[src/sv/fan_pwm_mode_controller_core_macros.svh]
// ----------------------------------------------------------------------------
// fan pwm mode controller assertion macros
// shared property wrappers for the controller checks
// ----------------------------------------------------------------------------
`ifndef FAN_PWM_MODE_CONTROLLER_CORE_MACROS_SVH
`define FAN_PWM_MODE_CONTROLLER_CORE_MACROS_SVH

// same-cycle implication, disabled during reset
`define FPMC_ASSERT_NOW(label, ante, cons, msg) \
  label: assert property (@(posedge clk) disable iff (rst) (ante) |-> (cons)) \
    else $error(msg);

// next-cycle implication, disabled during reset
`define FPMC_ASSERT_NEXT(label, ante, cons, msg) \
  label: assert property (@(posedge clk) disable iff (rst) (ante) |=> (cons)) \
    else $error(msg);

`endif

[src/sv/fpmc_pkg.sv]
// ----------------------------------------------------------------------------
// fpmc_pkg
// shared types and fixed constants of the fan pwm mode controller
// ----------------------------------------------------------------------------
package fpmc_pkg;

  // divider status seen by the sequencer
  typedef struct packed {
    logic busy;
    logic done;
  } div_status_t;

  // mode codes
  localparam logic [1:0] MODE_STD    = 2'd0;
  localparam logic [1:0] MODE_SENSOR = 2'd1;
  localparam logic [1:0] MODE_AUTO   = 2'd2;

  // key numbers
  localparam logic [1:0] KEY_SENSOR = 2'd1;
  localparam logic [1:0] KEY_AUTO   = 2'd2;

  // command characters
  localparam logic [7:0] CHAR_STOP    = 8'h73;
  localparam logic [7:0] CHAR_FORWARD = 8'h66;
  localparam logic [7:0] CHAR_REVERSE = 8'h72;
  localparam logic [7:0] CHAR_DIGIT_1 = 8'h31;
  localparam logic [7:0] CHAR_DIGIT_9 = 8'h39;

  // result widths and saturation limits
  localparam int unsigned PERIOD_W  = 18;
  localparam int unsigned COMPARE_W = 17;
  localparam logic [PERIOD_W-1:0] PERIOD_MAX = 18'h3FFFF;

  // duty divisors and scaling
  localparam logic [2:0] DUTY_CHAR  = 3'd5;
  localparam logic [2:0] DUTY_KEY   = 3'd2;
  localparam int unsigned ADC_SCALE = 100;
  localparam int unsigned SWEEP_DIV = 10;

  // reciprocal multiply for a period divided by five, exact below 2**18
  localparam int unsigned DIV5_SHIFT = 20;
  localparam logic [PERIOD_W-1:0] DIV5_RECIP = 18'd209716;

  // sweep index / 10 as (index >> 1) / 5, exact for a halved index below 2**20
  localparam int unsigned SWEEP_W     = 21;
  localparam int unsigned SWEEP_SHIFT = 22;
  localparam logic [SWEEP_W-2:0] SWEEP_RECIP = 20'd838861;

  localparam logic [PERIOD_W-1:0] SPEED_RESET = 18'd200000;

  // stored speed frequency for digit characters '1' to '9'
  function automatic logic [PERIOD_W-1:0] digit_speed(input logic [7:0] ch);
    logic [7:0] idx;
    idx = ch - CHAR_DIGIT_1;
    case (idx[3:0])
      4'd0:    digit_speed = 18'd200000;
      4'd1:    digit_speed = 18'd100000;
      4'd2:    digit_speed = 18'd50000;
      4'd3:    digit_speed = 18'd20000;
      4'd4:    digit_speed = 18'd10000;
      4'd5:    digit_speed = 18'd500;
      4'd6:    digit_speed = 18'd100;
      4'd7:    digit_speed = 18'd50;
      4'd8:    digit_speed = 18'd30;
      default: digit_speed = SPEED_RESET;
    endcase
  endfunction

endpackage

[src/sv/fpmc_div.sv]
// ----------------------------------------------------------------------------
// fpmc_div
// shared restoring divider, one quotient bit per cycle
// ----------------------------------------------------------------------------
module fpmc_div #(
  parameter int unsigned W = 21
) (
  input  logic                   clk,
  input  logic                   rst,
  input  logic                   start,
  input  logic [W-1:0]           dividend,
  input  logic [W-1:0]           divisor,
  output logic [W-1:0]           quotient,
  output fpmc_pkg::div_status_t  status
);

  localparam int unsigned CNT_W = $clog2(W);

  logic             busy;
  logic             done;
  logic [CNT_W-1:0] cnt;
  logic [W-1:0]     rem;
  logic [W-1:0]     quo;
  logic [W-1:0]     dsr;
  logic [W:0]       rem_sh;
  logic [W:0]       diff;

  // trial subtraction of the shifted remainder
  assign rem_sh = {rem, quo[W-1]};
  assign diff   = rem_sh - {1'b0, dsr};

  // control
  always_ff @(posedge clk) begin
    if (rst) begin
      busy <= 1'b0;
      done <= 1'b0;
      cnt  <= '0;
    end else begin
      done <= 1'b0;
      if (start) begin
        busy <= 1'b1;
        cnt  <= '0;
      end else if (busy) begin
        cnt <= cnt + 1'b1;
        if (cnt == CNT_W'(W - 1)) begin
          busy <= 1'b0;
          done <= 1'b1;
        end
      end
    end
  end

  // datapath
  always_ff @(posedge clk) begin
    if (start) begin
      rem <= '0;
      quo <= dividend;
      dsr <= divisor;
    end else if (busy) begin
      if (!diff[W]) begin
        rem <= diff[W-1:0];
        quo <= {quo[W-2:0], 1'b1};
      end else begin
        rem <= rem_sh[W-1:0];
        quo <= {quo[W-2:0], 1'b0};
      end
    end
  end

  assign quotient    = quo;
  assign status.busy = busy;
  assign status.done = done;

endmodule

[src/sv/fan_pwm_mode_controller_core.sv]
// ----------------------------------------------------------------------------
// fan_pwm_mode_controller_core
// turns command characters and mode keys into pwm timer settings
// ----------------------------------------------------------------------------
// Usage: one request on the in channel (op, rx_char, mode_key, adc_sample)
// gives exactly one result on the out channel, both valid/ready handshakes.
// A request is taken only while the block is idle; in_ready stays low until
// its result has been taken by the receiver.
// Sequence: stop/forward/reverse characters and standard-mode keys give their
// result in the cycle after the request is taken; a zero sensor frequency
// first passes the load state. A reprogramming request makes one pass of the
// shared restoring divider for the period, at the internal word width (21 bits
// at the default parameters); compare follows from the period by a shift or a
// reciprocal multiply, and an auto-mode key first derives the sweep frequency.
// A new request is taken only after the result has been accepted and the block
// is back in idle, so requests are never overlapped.
// Reset: standard mode, speed 200000, sweep index, period and compare zero,
// counter off, both channels on. A stalled receiver holds the result steady
// and the block takes no new request until it is accepted.
// ----------------------------------------------------------------------------
`include "fan_pwm_mode_controller_core_macros.svh"

module fan_pwm_mode_controller_core #(
  parameter int unsigned BASE_FREQ  = 200000,
  parameter int unsigned SWEEP_WRAP = 2000000,
  parameter int unsigned ADC_BITS   = 12
) (
  input  logic                           clk,
  input  logic                           rst,
  input  logic                           in_valid,
  output logic                           in_ready,
  input  logic                           op,
  input  logic [7:0]                     rx_char,
  input  logic [1:0]                     mode_key,
  input  logic [ADC_BITS-1:0]            adc_sample,
  output logic                           out_valid,
  input  logic                           out_ready,
  output logic                           timer_written,
  output logic [fpmc_pkg::PERIOD_W-1:0]  period,
  output logic [fpmc_pkg::COMPARE_W-1:0] compare,
  output logic                           counter_on,
  output logic                           ch3_on,
  output logic                           ch4_on,
  output logic [1:0]                     mode,
  output logic                           zero_divisor
);

  // internal word width covers every dividend, divisor and frequency
  localparam int unsigned BASE_W = $clog2(BASE_FREQ + 1);
  localparam int unsigned IDX_W  = $clog2(SWEEP_WRAP);
  localparam int unsigned ADCF_W = $clog2(((2 ** ADC_BITS) - 1) * fpmc_pkg::ADC_SCALE + 1);
  localparam int unsigned W1 = (BASE_W > IDX_W) ? BASE_W : IDX_W;
  localparam int unsigned W2 = (W1 > ADCF_W) ? W1 : ADCF_W;
  localparam int unsigned W  = (W2 > fpmc_pkg::PERIOD_W) ? W2 : fpmc_pkg::PERIOD_W;

  // reciprocal multiply widths
  localparam int unsigned SW_W    = fpmc_pkg::SWEEP_W;
  localparam int unsigned SPROD_W = 2 * SW_W - 2;
  localparam int unsigned SQUO_W  = SPROD_W - fpmc_pkg::SWEEP_SHIFT;
  localparam int unsigned CPROD_W = 2 * fpmc_pkg::PERIOD_W;

  // sequencer states
  localparam logic [2:0] ST_IDLE  = 3'd0;
  localparam logic [2:0] ST_SWEEP = 3'd1;
  localparam logic [2:0] ST_LOAD  = 3'd2;
  localparam logic [2:0] ST_PER   = 3'd3;
  localparam logic [2:0] ST_CMP   = 3'd4;
  localparam logic [2:0] ST_OUT   = 3'd5;

  logic [2:0]                      state;
  logic [1:0]                      mode_state;
  logic [fpmc_pkg::PERIOD_W-1:0]   speed_freq;
  logic [IDX_W-1:0]                sweep_index;
  logic [fpmc_pkg::PERIOD_W-1:0]   period_reg;
  logic [fpmc_pkg::COMPARE_W-1:0]  compare_reg;
  logic                            counter_enable;
  logic                            reverse_enable;
  logic                            forward_enable;
  logic                            wrote_flag;
  logic                            zero_flag;
  logic [W-1:0]                    freq;
  logic [2:0]                      duty;

  logic                            accept;
  logic                            is_digit;
  logic [IDX_W-1:0]                sweep_base;
  logic [IDX_W:0]                  sweep_inc;
  logic [IDX_W-1:0]                sweep_next;
  logic [SW_W-2:0]                 sweep_half;
  logic [SPROD_W-1:0]              sweep_prod;
  logic [SQUO_W-1:0]               sweep_quo;
  logic [CPROD_W-1:0]              cmp_prod;
  logic [fpmc_pkg::COMPARE_W-1:0]  compare_next;
  logic [W-1:0]                    adc_freq;
  logic [fpmc_pkg::PERIOD_W-1:0]   period_sat;

  logic                            div_start;
  logic [W-1:0]                    div_dvd;
  logic [W-1:0]                    div_dsr;
  logic [W-1:0]                    div_quo;
  fpmc_pkg::div_status_t           div_st;

  assign accept = in_valid && in_ready;

  // digit characters only pick a speed in standard mode
  assign is_digit = (mode_state == fpmc_pkg::MODE_STD) &&
                    (rx_char >= fpmc_pkg::CHAR_DIGIT_1) &&
                    (rx_char <= fpmc_pkg::CHAR_DIGIT_9);

  // sweep index step, cleared first when leaving auto mode
  assign sweep_base = (mode_key == fpmc_pkg::KEY_AUTO) ? '0 : sweep_index;
  assign sweep_inc  = {1'b0, sweep_base} + 1'b1;
  assign sweep_next = (sweep_inc == (IDX_W + 1)'(SWEEP_WRAP)) ? '0 : sweep_inc[IDX_W-1:0];

  // sweep index / 10 from the registered index
  assign sweep_half = (SW_W - 1)'(sweep_index >> 1);
  assign sweep_prod = SPROD_W'(sweep_half) * SPROD_W'(fpmc_pkg::SWEEP_RECIP);
  assign sweep_quo  = sweep_prod[SPROD_W-1:fpmc_pkg::SWEEP_SHIFT];

  // compare from the period: divide by five or halve
  assign cmp_prod     = CPROD_W'(period_reg) * CPROD_W'(fpmc_pkg::DIV5_RECIP);
  assign compare_next = (duty == fpmc_pkg::DUTY_CHAR)
                        ? {1'b0, cmp_prod[CPROD_W-1:fpmc_pkg::DIV5_SHIFT]}
                        : period_reg[fpmc_pkg::PERIOD_W-1:1];

  // sensor frequency
  assign adc_freq = W'(adc_sample) * W'(fpmc_pkg::ADC_SCALE);

  // period saturates at the register width
  assign period_sat = (div_quo > W'(fpmc_pkg::PERIOD_MAX)) ? fpmc_pkg::PERIOD_MAX
                                                            : div_quo[fpmc_pkg::PERIOD_W-1:0];

  // period divide starts once a non-zero frequency is loaded
  assign div_start = (state == ST_LOAD) && (freq != '0);
  assign div_dvd   = W'(BASE_FREQ);
  assign div_dsr   = freq;

  fpmc_div #(
    .W (W)
  ) u_div (
    .clk      (clk),
    .rst      (rst),
    .start    (div_start),
    .dividend (div_dvd),
    .divisor  (div_dsr),
    .quotient (div_quo),
    .status   (div_st)
  );

  // sequencer and controller state
  always_ff @(posedge clk) begin
    if (rst) begin
      state          <= ST_IDLE;
      mode_state     <= fpmc_pkg::MODE_STD;
      speed_freq     <= fpmc_pkg::SPEED_RESET;
      sweep_index    <= '0;
      period_reg     <= '0;
      compare_reg    <= '0;
      counter_enable <= 1'b0;
      reverse_enable <= 1'b1;
      forward_enable <= 1'b1;
      wrote_flag     <= 1'b0;
      zero_flag      <= 1'b0;
    end else begin
      unique case (state)
        ST_IDLE: begin
          if (accept) begin
            wrote_flag <= 1'b0;
            zero_flag  <= 1'b0;
            state      <= ST_OUT;
            if (!op) begin
              case (rx_char)
                fpmc_pkg::CHAR_STOP: begin
                  counter_enable <= 1'b0;
                  reverse_enable <= 1'b0;
                  forward_enable <= 1'b0;
                end
                fpmc_pkg::CHAR_FORWARD: begin
                  counter_enable <= 1'b1;
                  forward_enable <= 1'b1;
                  reverse_enable <= 1'b0;
                end
                fpmc_pkg::CHAR_REVERSE: begin
                  counter_enable <= 1'b1;
                  reverse_enable <= 1'b1;
                  forward_enable <= 1'b0;
                end
                default: begin
                  if (is_digit) begin
                    speed_freq <= fpmc_pkg::digit_speed(rx_char);
                    freq       <= W'(fpmc_pkg::digit_speed(rx_char));
                  end else begin
                    freq <= W'(speed_freq);
                  end
                  duty  <= fpmc_pkg::DUTY_CHAR;
                  state <= ST_LOAD;
                end
              endcase
            end else begin
              unique case (mode_state)
                fpmc_pkg::MODE_SENSOR: begin
                  if (mode_key == fpmc_pkg::KEY_SENSOR) begin
                    mode_state <= fpmc_pkg::MODE_STD;
                  end
                  freq  <= adc_freq;
                  duty  <= fpmc_pkg::DUTY_KEY;
                  state <= ST_LOAD;
                end
                fpmc_pkg::MODE_AUTO: begin
                  if (mode_key == fpmc_pkg::KEY_AUTO) begin
                    mode_state <= fpmc_pkg::MODE_STD;
                  end
                  sweep_index <= sweep_next;
                  duty        <= fpmc_pkg::DUTY_KEY;
                  state       <= ST_SWEEP;
                end
                default: begin
                  if (mode_key == fpmc_pkg::KEY_SENSOR) begin
                    mode_state <= fpmc_pkg::MODE_SENSOR;
                  end else if (mode_key == fpmc_pkg::KEY_AUTO) begin
                    mode_state <= fpmc_pkg::MODE_AUTO;
                  end
                end
              endcase
            end
          end
        end
        // sweep frequency is index / 10 + 1
        ST_SWEEP: begin
          freq  <= W'(sweep_quo) + 1'b1;
          state <= ST_LOAD;
        end
        // zero frequency keeps the timer registers
        ST_LOAD: begin
          if (freq == '0) begin
            zero_flag <= 1'b1;
            state     <= ST_OUT;
          end else begin
            state <= ST_PER;
          end
        end
        ST_PER: begin
          if (div_st.done) begin
            period_reg <= period_sat;
            state      <= ST_CMP;
          end
        end
        // compare never exceeds its width after dividing by the duty
        ST_CMP: begin
          compare_reg    <= compare_next;
          counter_enable <= 1'b1;
          wrote_flag     <= 1'b1;
          state          <= ST_OUT;
        end
        ST_OUT: begin
          if (out_ready) begin
            state <= ST_IDLE;
          end
        end
        default: begin
          state <= ST_IDLE;
        end
      endcase
    end
  end

  // result ports
  assign in_ready      = (state == ST_IDLE);
  assign out_valid     = (state == ST_OUT);
  assign timer_written = wrote_flag;
  assign period        = period_reg;
  assign compare       = compare_reg;
  assign counter_on    = counter_enable;
  assign ch3_on        = reverse_enable;
  assign ch4_on        = forward_enable;
  assign mode          = mode_state;
  assign zero_divisor  = zero_flag;

  // checks
  `FPMC_ASSERT_NOW(a_ready_excl, out_valid, !in_ready, "ready while result pending")
  `FPMC_ASSERT_NOW(a_flags_excl, out_valid, !(timer_written && zero_divisor), "both flags set")
  `FPMC_ASSERT_NEXT(a_busy_after_accept, in_valid && in_ready, !in_ready, "ready right after accept")
  `FPMC_ASSERT_NOW(a_div_active, state == ST_PER, div_st.busy || div_st.done, "period pass without divider activity")

endmodule

[config.mk]
export PLATFORM = sky130hd
export DESIGN_NAME = fan_pwm_mode_controller_core
export DESIGN_NICKNAME = d
export VERILOG_FILES = /design/src/sv/fpmc_pkg.sv /design/src/sv/fpmc_div.sv /design/src/sv/fan_pwm_mode_controller_core.sv
export VERILOG_INCLUDE_DIRS = /design/src /design/src/sv
export SDC_FILE = /design/constraint.sdc
export NUM_CORES = 1
export LEC_CHECK = 0
export BUFFER_PORTS_ARGS = -buffer_cell sky130_fd_sc_hd__buf_2
export CORE_MARGIN = 5
export CORE_UTILIZATION = 65
export DETAILED_ROUTE_END_ITERATION = 8
export GPL_TIMING_DRIVEN = 0
export PLACE_DENSITY = 0.83
export SETUP_SLACK_MARGIN = 0.5
export SKIP_CTS_REPAIR_TIMING = 1
export SYNTH_ARGS = -nofsm -noshare
export SYNTH_HDL_FRONTEND = slang
export SYNTH_SLANG_ARGS = --single-unit
export TNS_END_PERCENT = 30
[constraint.sdc]
create_clock -name clk -period 8.35 [get_ports clk]
set_input_delay 1.67 -clock clk [delete_from_list [all_inputs] [get_ports clk]]
set_output_delay 1.67 -clock clk [all_outputs]
set_load 0.01 [all_outputs]
Word level (Yosys, flattened, before mapping)
Memory sizes are Yosys's and may differ from the RTL's. A register that Yosys moved wholly into a read port is not among the register bits.
Cells that the tools add are included.
{"block": "word_totals", "reg_bits": 178, "rom_bits": 512, "inputBits": 27, "output_inout_bits": 44, "word_cells": 138, "n_memories": 2}
{"block": "op_classes", "add_sub_neg": 5, "mul": 3, "n_lt_le_gt_ge": 3, "n_eq_ne": 27, "muxes": 42, "bitwise": 4, "reduce_logical": 33}
{"name": "(name not given)", "depth": 16, "word_bits": 16, "read_ports": 1, "rd_ports_with_merged_regs": 1, "write_ports": 0, "line": "fpmc_pkg.sv:55", "source": "case (idx[3:0])"}
{"name": "(name not given)", "depth": 16, "word_bits": 16, "read_ports": 1, "rd_ports_with_merged_regs": 0, "write_ports": 0, "line": "fpmc_pkg.sv:55"}
{"cell": "two-way mux 21 bit", "count": 7}
{"cell": "case mux 21 bit (2 select lines)", "count": 1}
{"cell": "multiplier 20 x 20 -> 40 bit, second input constant", "count": 1}
{"cell": "two-way mux 18 bit", "count": 2}
{"cell": "multiplier 18 x 16 -> 34 bit, second input constant", "count": 1}
{"cell": "two-way mux 3 bit", "count": 9}
{"cell": "== test 8 x 7 -> 1 bit, second input constant", "count": 3}
{"cell": "adder 21 x 1 -> 22 bit, second input constant", "count": 1}
{"cell": "== test 22 x 21 -> 1 bit, second input constant", "count": 1}
{"cell": "subtractor 22 x 21 -> 22 bit", "count": 1}
{"cell": "> comparator 21 x 18 -> 1 bit, second input constant", "count": 1}
{"cell": "logical NOT 21 bit", "count": 1}
{"cell": "nonzero test 21 bit", "count": 1}
{"cell": "adder 18 x 1 -> 19 bit, second input constant", "count": 1}
{"cell": "case mux 3 bit (6 select lines)", "count": 1}
{"cell": "multiplier 12 x 5 -> 17 bit, second input constant", "count": 1}
{"cell": "two-way mux 17 bit", "count": 1}
{"cell": "AND reduction 4 bit", "count": 4}
{"cell": "AND reduction 5 bit", "count": 3}
{"cell": "case mux 1 bit (2 select lines)", "count": 6}
{"cell": "nonzero test 2 bit", "count": 6}
{"cell": "inequality test 2 x 1 -> 1 bit, second input constant", "count": 5}
{"cell": "OR reduction 2 bit", "count": 5}
{"cell": "== test 3 bit, second input constant", "count": 3}
{"cell": "23 further kinds", "count": 51}

Longest topological paths before layout
Gate-level depths: netlist of run 1.
{"block": "depth", "ltp_word": 8, "depth_mapped": 26, "ltp_nobuf": 25}

Cells and area by module
From an unflattened synthesis of run 1, not the netlist that was laid out.
{"block": "hier_totals", "hier_cells": 2551, "hier_area_um2": 23387.4}
{"module": "fan_pwm_mode_controller_core", "instances": 1, "cells_each": 2159, "area_per_inst_um2": 19351.1, "seq_area_each_um2": 2272.2}
{"module": "fpmc_div", "instances": 1, "cells_each": 392, "area_per_inst_um2": 4036.4, "seq_area_each_um2": 1821.7}

Worst setup path before layout of run 1
Ideal clock, no wire load.
{"block": "synth_timing", "path_kind": "reg2reg", "startpoint": "register sweep_index[3]", "endpoint": "register freq[17], in the netlist div_dsr[17] (data pin)", "setup_time_ns": 0.255, "arrival_time_ns": 6.580, "required_time_ns": 8.095, "path_slack_ns": 1.514, "path_stages_with_launch": 24, "path_buffers": 1, "period_less_slack_ns": 6.836, "cell_sequence": "dfxtp_1 > ha_1 > xor2_1 > ha_1 > or2_2 > fa_1 > fa_1 > fa_1 > inv_1 > fa_1 > inv_1 > ha_1 > ha_1 > a21oi_1 > o21ai_0 > a21oi_1 > o211ai_1 > o21a_1 > or4_1 > buf_2 > nor4b_4 > nand3_1 > or3_1 > a31o_1"}
{"block": "synth_via", "elab_chain_len": 3}
{"element": "from (decl)", "line": "fan_pwm_mode_controller_core.sv:73", "source": "logic [IDX_W-1:0] sweep_index;"}
{"element": "from (signal assigned)", "line": "fan_pwm_mode_controller_core.sv:213", "source": "sweep_index <= sweep_next;"}
{"element": "multiplier 20 x 20 -> 40 bit", "line": "fan_pwm_mode_controller_core.sv:117", "source": "assign sweep_prod = SPROD_W'(sweep_half) * SPROD_W'(fpmc_pkg::SWEEP_RECIP);"}
{"element": "adder 18 x 1 -> 19 bit", "line": "fan_pwm_mode_controller_core.sv:230", "source": "freq <= W'(sweep_quo) + 1'b1;"}
{"element": "case mux 21 bit (2 select lines)", "line": "fan_pwm_mode_controller_core.sv:165", "source": "unique case (state)"}
{"element": "to (signal assigned)", "line": "fan_pwm_mode_controller_core.sv:191", "source": "freq <= W'(fpmc_pkg::digit_speed(rx_char));"}
{"element": "to (signal assigned)", "line": "fan_pwm_mode_controller_core.sv:193", "source": "freq <= W'(speed_freq);"}
{"element": "to (signal assigned)", "line": "fan_pwm_mode_controller_core.sv:230"}
{"element": "to (decl)", "line": "fan_pwm_mode_controller_core.sv:81", "source": "logic [W-1:0] freq;"}
Every way passes these cells.
A chain may end at the register's enable or synchronous reset.

Worst setup path in the final report of run 1
{"block": "layout_timing", "startpoint": "register sweep_index[13]", "endpoint": "register freq[16], in the netlist div_dsr[16] (data pin)"}
The elaborated chain is that of the path after synthesis.

==> results.txt, run 1 <==
The flow ran to the end, and the final reports show no timing, DRC or antenna violations. The nature of the critical path startpoint is a flop. Summed over all instances, the cell type with the most area after synthesis is ha_1. The number of nets in the synthesized netlist is 3148. Clock-pin slew was measured on the worst setup and hold paths at 70 ps. Entering global routing, the biggest net connects 29 pins. The internal power of the cells totals 2.090 mW. The number of remaining DRC errors is 0. Row generation in the floorplan step produced 68 rows. The horizontal die dimension works out to 196.2 um. For the worst flop-to-flop path, the logic depth is 21. The clock tree synthesis step divided the H-tree into 4 levels. For this design the top-level I/O count stands at 71.

The HPWL after detailed placement is 49100 um. For the number of diodes added for antenna fixing, the log shows 0. The run gives 6 as the number of iterations in the first detailed-routing pass.

In the post-synthesis netlist, the biggest area contributors are ha_1 23%, fa_1 21%, dfxtp_1 12%, inv_1 7.3%, edfxtp_1 5.3%. The count of cells in the finished layout, fillers not included, comes to 3027. The via-per-instance ratio is 6.087. The kind of critical path was flop to flop.

The most critical setup path has its startpoint at sweep_index[13]$_SDFFE_PP0P_. The worst slew margin relative to its limit was 0.3039; the number of warnings printed during yosys synthesis was 0. The tools report the number of distinct standard cells referenced by the synthesized netlist as 90. The final non-filler cell area was 24100 um^2.

The fraction of post-synthesis cell area in the top cell type by area is 0.2315, and the wire length of the first global-routing pass is 96220 um. The number of antenna violations at the first check in global routing came out at 0. In this run the critical register-to-register path is launched from sweep_index[13]$_SDFFE_PP0P_. The tightest min-delay check is of the flop to flop type. The most frequently used cell type in the post-synthesis netlist is inv_1.

The maximum buffer depth of the clock tree came out at 2. The number of instances in the synthesized netlist came out at 2471. TritonCTS built the clock tree. The fraction of registers with async set or reset after synthesis is 0, and the core utilization of the finished layout is 0.7012. Clock latency on the worst-skew pair, taken at its later pin, is 440 ps. The tools report the arrival time at the worst endpoint as 7860 ps. The root buffer cell chosen for the clock tree is clkbuf_16.

By count the netlist is led by 441 x inv_1, 417 x ha_1, 233 x fa_1. The net switching power figure is 1.412 mW, and the sequential element share of the synthesized area is 0.1696. In this run, placement finished with an instance count of 2994. For the pin with the worst max-slew slack, the measured transition is 1036 ps.

Total power divided by cell area: 145.3 nW/um^2. Highest attainable clock frequency: 0.1317 GHz. The logs give 18.83k for the number of global-route vias before repair and 3236 for the net count of the finished layout.

The share of final-layout standard cells stronger than drive strength 1 came out at 0.06337. The capture point of the worst path is div_dsr[16]$_DFFE_PP_. The vias after detailed routing was 18.42k.

The switching share of power is 0.4032, and the number of buffers created by CTS is 17. The detail route stage leaves a number of antenna-violating nets equal to 0. The analysis attributes to cell leakage a power of 12.87 nW. The post-route clock period utilization works out to 0.9093. The logs give 59050 um for the post-detailed-routing wire length and 0 for the global route total overflow. During placement, the flow inserted port buffers numbering 67.

The initial standard-cell utilization of the core was 0.6557. Setup repair after global routing left no endpoint under its margin. The predominant post-synthesis flop cell is dfxtp_1. The logs give 0 for the final max-slew violation count and 0.3097 for the overall routing resource usage. The worst setup path is captured at a flop. The core region is 34370 um^2. For the number of endpoints with negative hold slack in the final report, the log shows 0.

The synthesized flop and latch total works out to 171. Setup violations remaining at the end of the flow were counted as 0. For this run, the slowest stage of the critical path takes 650 ps.

Setup slack on the worst reg-to-reg path comes out at 760 ps. The part of the total power dissipated in combinational logic is 0.436. The mapped cell area is 22540 um^2, and the number of maximum-capacitance violations is 0. Clock skew on the completed layout was measured at 14.24 ps. Counting flops with a built-in enable in the synthesized netlist gives 40. The routability-driven placement congestion ratio was 0.9706; the instance area at placement was 23460 um^2. The final critical delay including setup and external delays was 7592 ps.

On the critical path, the stage with the largest delay is an instance of dfxtp_1. Walking the worst path, the cells encountered are ha_1, fa_1, ha_1, fa_1, fa_1, fa_1, inv_1, fa_1, inv_1, ha_1, a21oi_1, o21ai_1, a211o_1, or2_1, a311oi_4, ha_1, and3_1, and4bb_4, nand3_2, or4_1, a31oi_1. The tools report the relative contribution of sequential cells to total power as 0.341. In this run the vertical extent of the chip is 196.2 um. The final routed wire length divided by cell count was 19.51 um; the area of the die was 38500 um^2.

The destination of the worst register-to-register timing path is div_dsr[16]$_DFFE_PP_. The critical path's most frequent cell was fa_1. The synthesis-to-layout area growth is 6.928%, and the clock group share of total power is 0.223. After the first detailed-routing iteration, the DRC count stood at 1731.

VDD sags by at most 204.7 uV. The number of clock sinks was 171; the synthesized area divided by synthesized cell count was 9.121 um^2. For the worst setup path, the data required time is 8620 ps. The largest fanout on the critical path is 10. For the final routed database, the setup TNS stands at 0 ps.
## per-stage QoR
step	hold WS, ps	setup WS, ps	power [mW]
final	449.4	757.6	3.502
after global routing	467.9	497.1	3.723
after detailed placement	435.4	471.6	2.688
after global placement	433.3	648.4	2.619
after CTS	451.5	426.4	3.469
after floorplan	417.7	1514	2.286
## power by group through the flow
stage,logic [mW],clock network [mW],registers [mW]
3_5_place_dp,1.48,0,1.21
3_3_place_gp,1.42,0,1.20
5_1_grt,1.69,0.824,1.21
6_report,1.53,0.780,1.19
2_1_floorplan,1.11,0,1.17
4_1_cts,1.50,0.782,1.19
## worst min path at each step
| stage | from | to | slack (ps) | cells past startpoint |
|---|---|---|---|---|
| 6_report | div_dsr[4]$_DFFE_PP_ | u_div.dsr[4]$_DFFE_PP_ | 450 | 0 |
| 5_1_grt | div_dsr[3]$_DFFE_PP_ | u_div.dsr[3]$_DFFE_PP_ | 470 | 0 |
| 4_1_cts | div_dsr[4]$_DFFE_PP_ | u_div.dsr[4]$_DFFE_PP_ | 450 | 0 |
| 3_5_place_dp | div_dsr[4]$_DFFE_PP_ | u_div.dsr[4]$_DFFE_PP_ | 440 | 0 |
| 3_3_place_gp | div_dsr[4]$_DFFE_PP_ | u_div.dsr[4]$_DFFE_PP_ | 430 | 0 |
| 2_1_floorplan | div_dsr[3]$_DFFE_PP_ | u_div.dsr[3]$_DFFE_PP_ | 420 | 0 |
## worst max-delay path, delay by kind of cell, from the launching register on
| family | cells | cell delay (ps) |
|---|---|---|
| and+or+nand+nor | 5 | 1350 |
| buffers and inverters | 2 | 100 |
| adders and majority gates | 9 | 3970 |
| DFF | 1 | 650 |
| AOI/OAI and AO/OA | 5 | 1350 |
## layout make-up
cell class | instances | area (um^2)
multi-input combinational | 1790 | 16840
fill | 2625 | 10270
sequential | 171 | 3840
inverter | 442 | 1659
tap | 455 | 569.3
clock buffer | 18 | 429.2
timing repair buffer | 69 | 357.8
buffer | 68 | 274.0
clock inverter | 14 | 131.4
## layout by cell type (no fill, tap or decap), types with 21 or more instances in the layout
cell type,count
mux2i_1,53
dfxtp_1,120
clkbuf_1,58
ha_1,416
nand4_1,21
buf_2,70
o21ai_0,95
nor2_1,174
edfxtp_1,40
inv_1,441
fa_1,233
nor3_1,59
xor2_1,42
a21o_1,26
a21oi_1,131
a211oi_1,30
nand3_1,31
nand2_1,132
xnor2_1,56
## cell families (layout without fill, tap and decap cells)
group                      Yosys count  after routing  synth area share
buffers and inverters              510            611           0.08571
AOI/OAI and AO/OA                  422            422            0.1192
muxes                               55             55           0.02454
xor gates and xnor gates            98             98           0.03808
adders and majority gates          650            650            0.4384
and+or+nand+nor                    565            565            0.1243
DFF                                171            171            0.1696
## layer usage
metal	vias to the layer above	routed length, um	GRT usage	part of all wire
met5	-	0	0	0
met4	0	1912	0.09982	0.032
met3	149	4360	0.04843	0.074
met2	733	27730	0.5094	0.47
met1	9000	25040	0.4226	0.42
li1	8542	-	-	-
Note: power is estimated with default switching activity, not from simulation.
==> run 2: changes to the inputs <==
--- a/config.mk
+++ b/config.mk
@@ -6,7 +6,8 @@
 export SDC_FILE = /design/constraint.sdc
 export NUM_CORES = 1
 export LEC_CHECK = 0
-export BUFFER_PORTS_ARGS = -buffer_cell sky130_fd_sc_hd__buf_2
+export ABC_AREA = 1
+export BUFFER_PORTS_ARGS = -buffer_cell sky130_fd_sc_hd__clkbuf_2
 export CORE_MARGIN = 5
 export CORE_UTILIZATION = 65
 export DETAILED_ROUTE_END_ITERATION = 8
==> run 2 against run 1 <==
  * Final cell count grew 25%
  * Highest routed layer is now met5
  * Maximum frequency rose by 7.8%
  * Final area rose by 7.9%
  * Global-route usage grew 3.2 points
  * First-iteration DRC count decreased by 5.0%
  * Total power decreased by 5.6%
  * Sequential share of layout area down 1.2 points
==> results.txt, run 2 <==
The run finished with clean final reports. The initial detailed-routing violation count is 1644 (-5.0%). The tools report the number of antenna violations at the first check in global routing as 4 (+4). The area share of and/or/nand/nor cells after synthesis works out to 0.1907 (+0.06635). The number of distinct standard cells referenced by the synthesized netlist was 55 (-39%); the clock slew seen by the registers of the worst setup and hold paths was 70 ps (about the same). STA classifies the critical path startpoint as a flop. The count of input and output buffers is 69 (+3.0%), and the number of clock sinks is 171 (unchanged). The run gives 3111 (+19%) as the count of fill cells added during filler insertion.

The run gives 2 (unchanged) as the maximum buffer depth of the clock tree. The share of final-layout standard cells stronger than drive strength 1 is 0.05747 (-0.005900), and the core utilization of the finished layout is 0.6956 (-0.005589). The worst setup timing slack at the placement stage came out at 1447 ps (+975.1 ps). The number of nets produced by synthesis is 3846 (+22%), and the net count of the finished layout is 3935 (+22%).

Number of cells on the worst reg-to-reg path: 31 (+48%). The tools report the overall routing resource usage as 0.3419 (+0.03223). The most frequently used cell type in the post-synthesis netlist is inv_1. The tools report the sequential element share of the synthesized area as 0.1567 (-0.01298). For the number of endpoints with negative hold slack in the final report, the log shows 0 (unchanged). By area, the combinational part of the netlist is dominated by adder cells.

The worst slew margin relative to its limit is 0.3440 (+0.04012), and the smallest setup slack after layout is 1305 ps (+547.2 ps). The largest fanout on the critical path came out at 9 (-1). The data required time of the critical path is 8550 ps (-70 ps). The power after layout is 3.304 mW (-5.6%). The top cell types in the final layout, fill and taps aside, are 692 x inv_1, 620 x nand2_1, 417 x ha_1. The logs give 21.91k (+16%) for the number of global-route vias before repair and 59580 um (+21%) for the half-perimeter wire length after detailed placement. The logs give 17 (unchanged) for the number of buffers created by CTS and 4 (unchanged) for the total number of H-tree levels. The critical path's most frequent cell was nand2_1. The synthesized area divided by synthesized cell count is 7.702 um^2 (-16%). The reg-to-reg critical path startpoint was sweep_index[9]$_SDFFE_PP0P_. The number of enable flip-flop cells after synthesis is 40 (unchanged), and the post-route clock period utilization is 0.8437 (-0.06553). The tools report the arrival time at the worst endpoint as 7250 ps (-610 ps). The vias after detailed routing came out at 21.42k (+16%). The final critical delay including setup and external delays was 7045 ps (-547.2 ps). Final routed wire length divided by cell count: 18.39 um (-5.7%).

Among all stages on the critical path, the largest delay is contributed by dfxtp_1. In this run the worst setup path begins at sweep_index[9]$_SDFFE_PP0P_. For the number of maximum-capacitance violations, the log shows 0 (unchanged).

The worst clock skew is 12.10 ps (-2.134 ps). The min-delay analysis places its worst path in the category flop to flop. The synthesized design spends more area on one cell type than any other, namely ha_1. The share of synthesized area spent on multiplexers came out at 0 (-0.02454). The xor-xnor portion of the synthesized cell area was 0.02691 (-0.01117); the share of the synthesized area in compound gates (AO/OA/AOI/OAI) was 0.1036 (-0.01564). For the final max-slew violation count, the log shows 0 (unchanged). The endpoint class of the critical path is a flop.

The slew of the pin with the lowest slew margin is 976.5 ps (-59.72 ps). Buffering stage count on the worst path with inverters included: 5 (+3). The tools report the destination of the worst register-to-register timing path as div_dsr[14]$_DFFE_PP_. The vertical extent of the die is 203.8 um (+3.9%).

In the synthesized netlist the dominant register cell turns out to be dfxtp_1. The stage delay of the slowest cell on the critical path came out at 690 ps (+40 ps). The leakage component of the power came out at 14.45 nW (+12%).

The family with the most delay on the worst path was adder cells. The total power divided by cell area was 127.0 nW/um^2 (-13%). By area the synthesized netlist is led by ha_1 21%, fa_1 19%, dfxtp_1 11%, inv_1 11%, nand2_1 9.5%. The number of ports placed on the die boundary is 71 (unchanged), and the setup slack on the worst flop-to-flop path is 1300 ps (+550 ps). The critical path is of the flop to flop type. The horizontal die dimension is 203.8 um (+3.9%).

For the number of nets still failing antenna checks after routing, the log shows 0 (unchanged). The number of instances in the synthesized netlist is 3169 (+28%), and the worst hold path cell count is 2 (+2). From synthesis to final layout, the design area changed by 6.582%. Leaving out fill and tap cells, the most frequent cell in the layout is inv_1. The logs give 0 ps (unchanged) for the post-route setup TNS and 112900 um (+17%) for the wire length of the first global-routing pass. The tools report the total number of placement rows as 71 (+4.4%).

The number of remaining DRC errors was 0 (unchanged). The number of warnings printed during yosys synthesis is 0 (unchanged), and the number of iterations in the first detailed-routing pass is 6 (unchanged). For the area of combinational cells with multiple inputs, the log shows 17730 um^2 (+5.3%).

The run gives 0 (unchanged) as the number of endpoints failing setup at the final stage. The core outline area is 37400 um^2 (+8.8%), and the post-detailed-routing wire length is 69610 um (+18%). The logs give 41520 um^2 (+7.9%) for the area of the die and 131.4 uV (-36%) for the maximum vdd ir drop. For the mapped cell area, the log shows 24410 um^2 (+8.3%). The via-per-instance ratio came out at 5.660 (-7.0%).

The highest attainable clock frequency is 0.1419 GHz (+7.8%), and the global route total overflow is 0 (unchanged). In the synthesized netlist, the cells that appear most often are 692 x inv_1, 620 x nand2_1, 417 x ha_1. For hold timing, the worst endpoint is speed_freq[5]$_SDFFE_PP0P_. Setup repair after global routing left no endpoint under its margin. The worst hold path begins at speed_freq[5]$_SDFFE_PP0P_. The run gives 0.6526 (-0.003118) as the initial standard-cell utilization of the core. TritonCTS built the clock tree. The synthesized flop and latch total came out at 171 (unchanged). Fraction of post-synthesis cell area in the top cell type by area: 0.2138 (-0.01772). Clock tree synthesis selected as its root buffer the cell clkbuf_16.

The clock latency on the worst-skew pair came out at 440 ps (about the same). The fraction of the mapped netlist area in adder cells came out at 0.4049 (-0.03356). Fraction of registers with async set or reset after synthesis: 0 (unchanged). Maximum number of pins on one net before global-route repair: 29 (unchanged). Footprint of the flip-flops and latches: 3824 um^2 (-0.42%). Routability-driven placement congestion ratio: 1.023 (+5.4%).
==> run 2: changes by cell type after synthesis, moves of 17 or more <==
cell	before	now
and3_1	19	1
a21oi_1	131	203
clkbuf_1	58	40
nand2_1	132	620
xnor2_1	56	20
nor2_1	174	198
mux2i_1	53	0
nand3_1	31	98
o211ai_1	8	37
nor2_2	1	18
inv_1	441	692
==> run 2: layout make-up <==
type,instances,area share
Clock inverter,15,0.006734
Buffer,50,0.008321
Tap cell,511,0.02458
Inverter,705,0.1017
Multi-Input combinational cell,2243,0.6814
Clock buffer,17,0.01635
Sequential cell,171,0.1470
Antenna cell,3,0.0002886
Timing Repair Buffer,70,0.01356
==> run 2: metrics by stage <==
stage          hold WS, ps  instance area [um^2]  std cells
2_1_floorplan        424.4                 24410       3169
4_1_cts              453.2                 26000       3782
3_5_place_dp         434.5                 25400       3750
5_1_grt              461.2                 26010       3785
6_report             455.8                 26010       3785
3_3_place_gp         430.5                 25390       3749
==> run 2: worst max path at each step <==
stage / end / slack [ps] / depth (start not counted)
after global placement: div_dsr[14]$_DFFE_PP_ / 1520 / 30
after detailed placement: div_dsr[14]$_DFFE_PP_ / 1450 / 30
after floorplan: div_dsr[10]$_DFFE_PP_ / 2350 / 27
after CTS: div_dsr[14]$_DFFE_PP_ / 1400 / 30
final: div_dsr[14]$_DFFE_PP_ / 1300 / 31
after global routing: div_dsr[14]$_DFFE_PP_ / 1000 / 30
==> run 2: kinds of logic (layout without fill, tap and decap cells) <==
group           Yosys count  after routing
compound gates          441            441
xor+xnor                 75             75
fa+ha+maj               650            650
buf+inv                 755            857
flops                   171            171
other cells               0              3
simple gates           1077           1077
==> run 2: tightest hold or removal path, delay by kind of cell (launching register included) <==
family	cells	cell delay, ps
compound gates	1	50
buf+inv	1	50
flops	1	300
==> run 2: per-layer routing <==
layer  part of all wire  GRT usage  up-vias
li1                   -          -    10250
met1               0.39     0.4125    10070
met2               0.49     0.6064      866
met3              0.065    0.04564      231
met4              0.054     0.1595        2
met5            0.00019          0        -
==> run 2: power by group <==
| group | switching, mW | internal [mW] | total (mW) | leakage, nW |
|---|---|---|---|---|
| combinational | 0.900 | 0.461 | 1.36 | 12.7 |
| sequential | 0.110 | 1.03 | 1.14 | 1.44 |
| clock | 0.403 | 0.405 | 0.808 | 0.294 |
| total | 1.41 | 1.89 | 3.30 | 14.4 |
==> run 3: changes to the inputs <==
--- a/config.mk
+++ b/config.mk
@@ -6,13 +6,13 @@
 export SDC_FILE = /design/constraint.sdc
 export NUM_CORES = 1
 export LEC_CHECK = 0
-export ABC_AREA = 1
+export ABC_AREA = 0
 export BUFFER_PORTS_ARGS = -buffer_cell sky130_fd_sc_hd__clkbuf_2
 export CORE_MARGIN = 5
-export CORE_UTILIZATION = 65
+export CORE_UTILIZATION = 59
 export DETAILED_ROUTE_END_ITERATION = 8
 export GPL_TIMING_DRIVEN = 0
-export PLACE_DENSITY = 0.83
+export PLACE_DENSITY = 0.79
 export SETUP_SLACK_MARGIN = 0.5
 export SKIP_CTS_REPAIR_TIMING = 1
 export SYNTH_ARGS = -nofsm -noshare
==> constraint.sdc (replaced) <==
create_clock -name clk -period 5.7 [get_ports clk]
set_input_delay 1.14 -clock clk [delete_from_list [all_inputs] [get_ports clk]]
set_output_delay 1.14 -clock clk [all_outputs]
set_load 0.01 [all_outputs]
==> run 3 against run 2 <==
  * The run now ends with setup timing left
  * Die area increased by 1.7%
  * Clock skew is 9.9 ps higher
  * Via count fell by 12%
  * Register-to-register slack got worse by 2700 ps
  * Critical path depth down 9
  * Non-clock buffer count grew 94
  * Clock power grew 45%
  * Sequential share of layout area rose by 0.50 points
  * Total power rose by 58%
  * Worst setup slack lost 2700 ps
  * Global-route usage is 5.5 points lower
  * Critical endpoint is now div_dsr[16]$_DFFE_PP_
==> results.txt, run 3 (synthesized netlist as in run 1, its figures left out) <==
Number of cells on the critical path: 22 (-29%). The routability-driven placement congestion ratio came out at 1.006 (-1.6%). The number of endpoints failing setup at the final stage is 23 (+23). The vias after detailed routing came out at 18.78k (-12%).

The run gives 0 (unchanged) as the number of nets still failing antenna checks after routing. The run gives 0 (unchanged) as the number of endpoints with negative hold slack in the final report. The number of ports placed on the die boundary is 71 (unchanged), and the share of final-layout standard cells stronger than drive strength 1 is 0.1499 (+0.09239). The number of diodes added for antenna fixing is 0 (-3). The final reports fail on setup timing. The tools report the count of fill cells added during filler insertion as 2838 (-8.8%). The run gives 0.1906 (-0.1533) as the worst slew margin relative to its limit. The wire length of the first global-routing pass is 96010 um (-15%), and the number of iterations in the first detailed-routing pass is 5 (-1). Setup repair after global routing could not meet its margin everywhere. The largest fanout on the critical path was 8 (-1); the synthesis-to-layout area growth was 15.08%. Total number of placement rows: 71 (unchanged).

For the number of clock sinks, the log shows 171 (unchanged). The min-delay analysis places its worst path in the category flop to flop. Traced cell by cell, the critical path runs through buf_4, ha_4, fa_1, ha_1, fa_1, fa_2, fa_1, inv_1, fa_1, inv_1, ha_4, nand4_4, nor4_4, a211o_2, o211ai_2, and3_4, or4_4, buf_6, and4bb_4, nand3_4, or4_4, a31oi_4. The tools report the number of antenna violations at the first check in global routing as 0 (-4).

The tools report the number of buffers created by CTS as 17 (unchanged). The global route total overflow came out at 0 (unchanged). The maximum buffer depth of the clock tree is 2 (unchanged). The data required time of the critical path is 5980 ps (-2570 ps), and the number of remaining DRC errors is 0 (unchanged). The clock slew seen by the registers of the worst setup and hold paths is 70 ps (about the same).

The run finished, with violations left. The worst setup path is launched from a flop. The slew of the pin with the lowest slew margin is 1205 ps (+228.3 ps), and the power after layout is 5.214 mW (+58%). The vertical extent of the die was 205.5 um (+0.82%); the post-route clock period utilization was 1.245 (+0.4013). The highest attainable clock frequency came out at 0.1409 GHz (-0.72%).

Cell with the largest stage delay on the worst path: fa_1. The stage delay of the slowest cell on the critical path was 540 ps (-150 ps). The setup slack on the worst flop-to-flop path is -1400 ps (-2700 ps). The via-per-instance ratio was 5.944 (+5.0%); the clock latency on the worst-skew pair was 450 ps (about the same). The run gives 49720 um (-17%) as the half-perimeter wire length after detailed placement. The buffering stage count on the worst path with inverters included was 4 (-1). The number of global-route vias before repair is 18.73k (-14%).

TritonCTS built the clock tree. The logs give 187.1 uV (+42%) for the maximum vdd ir drop and -1396 ps (-2701 ps) for the smallest setup slack after layout. The total number of H-tree levels was 4 (unchanged). The library cell used most frequently in the layout, excluding fill and tap cells, is inv_1. The area of the die is 42210 um^2 (+1.7%), and the initial detailed-routing violation count is 1333 (-19%).

The final max-slew violation count is 0 (unchanged). The post-detailed-routing wire length was 63140 um (-9.3%); the total power divided by cell area was 201.0 nW/um^2 (+58%). For the initial standard-cell utilization of the core, the log shows 0.5984 (-0.05421). The cell sitting at the root of the clock tree is a clkbuf_16. On the critical path the largest part of the delay comes from adder cells. The count of input and output buffers was 67 (-2.9%). The run gives 3313 (-16%) as the net count of the finished layout. The final routed wire length divided by cell count came out at 19.98 um (+8.6%). The endpoint class of the critical path is a flop.

The tools report the worst clock skew as 22.01 ps (+9.906 ps). The worst hold path cell count is 0 (-2). Number of cells on the worst reg-to-reg path: 22 (-29%). Kind of critical path: flop to flop.

In the layout the commonest cells are 424 x inv_1, 364 x ha_1, 226 x fa_1. For the number of maximum-capacitance violations, the log shows 0 (unchanged). For the maximum number of pins on one net before global-route repair, the log shows 29 (unchanged).

Final critical delay including setup and external delays: 7096 ps (+51.24 ps). The overall routing resource usage is 0.2866 (-0.05530), and the core outline area is 37670 um^2 (+0.71%). The critical path's most frequent cell was fa_1. For the leakage component of the power, the log shows 13.31 nW (-7.9%).

The horizontal die dimension works out to 205.5 um (+0.82%). The run gives 7380 ps (+130 ps) as the arrival time at the worst endpoint. The post-route setup TNS came out at -19450 ps (-19450 ps).
run 3: cell types whose count changed in the layout (fill, tap and decap cells not counted), moves of 69 or more:
cell | before | now
a21oi_1 | 203 | 116
buf_4 | 2 | 71
inv_1 | 692 | 424
nand2_1 | 620 | 131
nand3_1 | 98 | 29
run 3: per-stage QoR:
step	instance area [um^2]	hold WS, ps	utilization	instances	setup WS (ps)
2_1_floorplan	22990	417.7	-	2471	-717.4
3_5_place_dp	23990	430.1	0.6369	3051	-1600
5_1_grt	25940	478.1	0.6886	3160	-1493
6_report	25940	446.9	0.6886	3160	-1396
3_3_place_gp	23970	434.5	0.6363	3049	-1521
4_1_cts	24580	449.9	0.6527	3083	-1654
run 3: final timing paths:
| path | from | endpoint |
|---|---|---|
| max | sweep_index[14]$_SDFFE_PP0P_ | div_dsr[16]$_DFFE_PP_ |
| min | div_dsr[2]$_DFFE_PP_ | u_div.dsr[2]$_DFFE_PP_ |
| max reg2reg | sweep_index[14]$_SDFFE_PP0P_ | div_dsr[16]$_DFFE_PP_ |
| min reg2reg | div_dsr[2]$_DFFE_PP_ | u_div.dsr[2]$_DFFE_PP_ |
run 3: power breakdown:
part | switching, mW | leakage (nW) | total (mW) | internal [mW]
Clock | 0.561 | 0.294 | 1.17 | 0.610
Sequential | 0.198 | 1.46 | 1.74 | 1.54
Combinational | 1.39 | 11.5 | 2.30 | 0.913
Total | 2.15 | 13.3 | 5.21 | 3.07
run 3: area by class of cell:
type	count	area [um^2]	share of cell area
clock buffers	19	452.9	0.01746
flip-flops and latches	171	3941	0.1519
multi-input cells	1790	17870	0.6889
well taps	511	639.4	0.02465
repair buffers	146	934.6	0.03603
inverters	442	1659	0.06396
plain buffers	68	299.0	0.01153
clock inverters	13	143.9	0.005547
run 3: routing by layer:
layer / up-vias / wire length (um) / part of all wire / global-route usage
met5: - / 0 / 0 / 0
met1: 9151 / 25930 / 0.41 / 0.3816
li1: 8696 / - / - / -
met2: 760 / 29390 / 0.47 / 0.4643
met3: 177 / 5096 / 0.081 / 0.06273
met4: 0 / 2719 / 0.043 / 0.1007
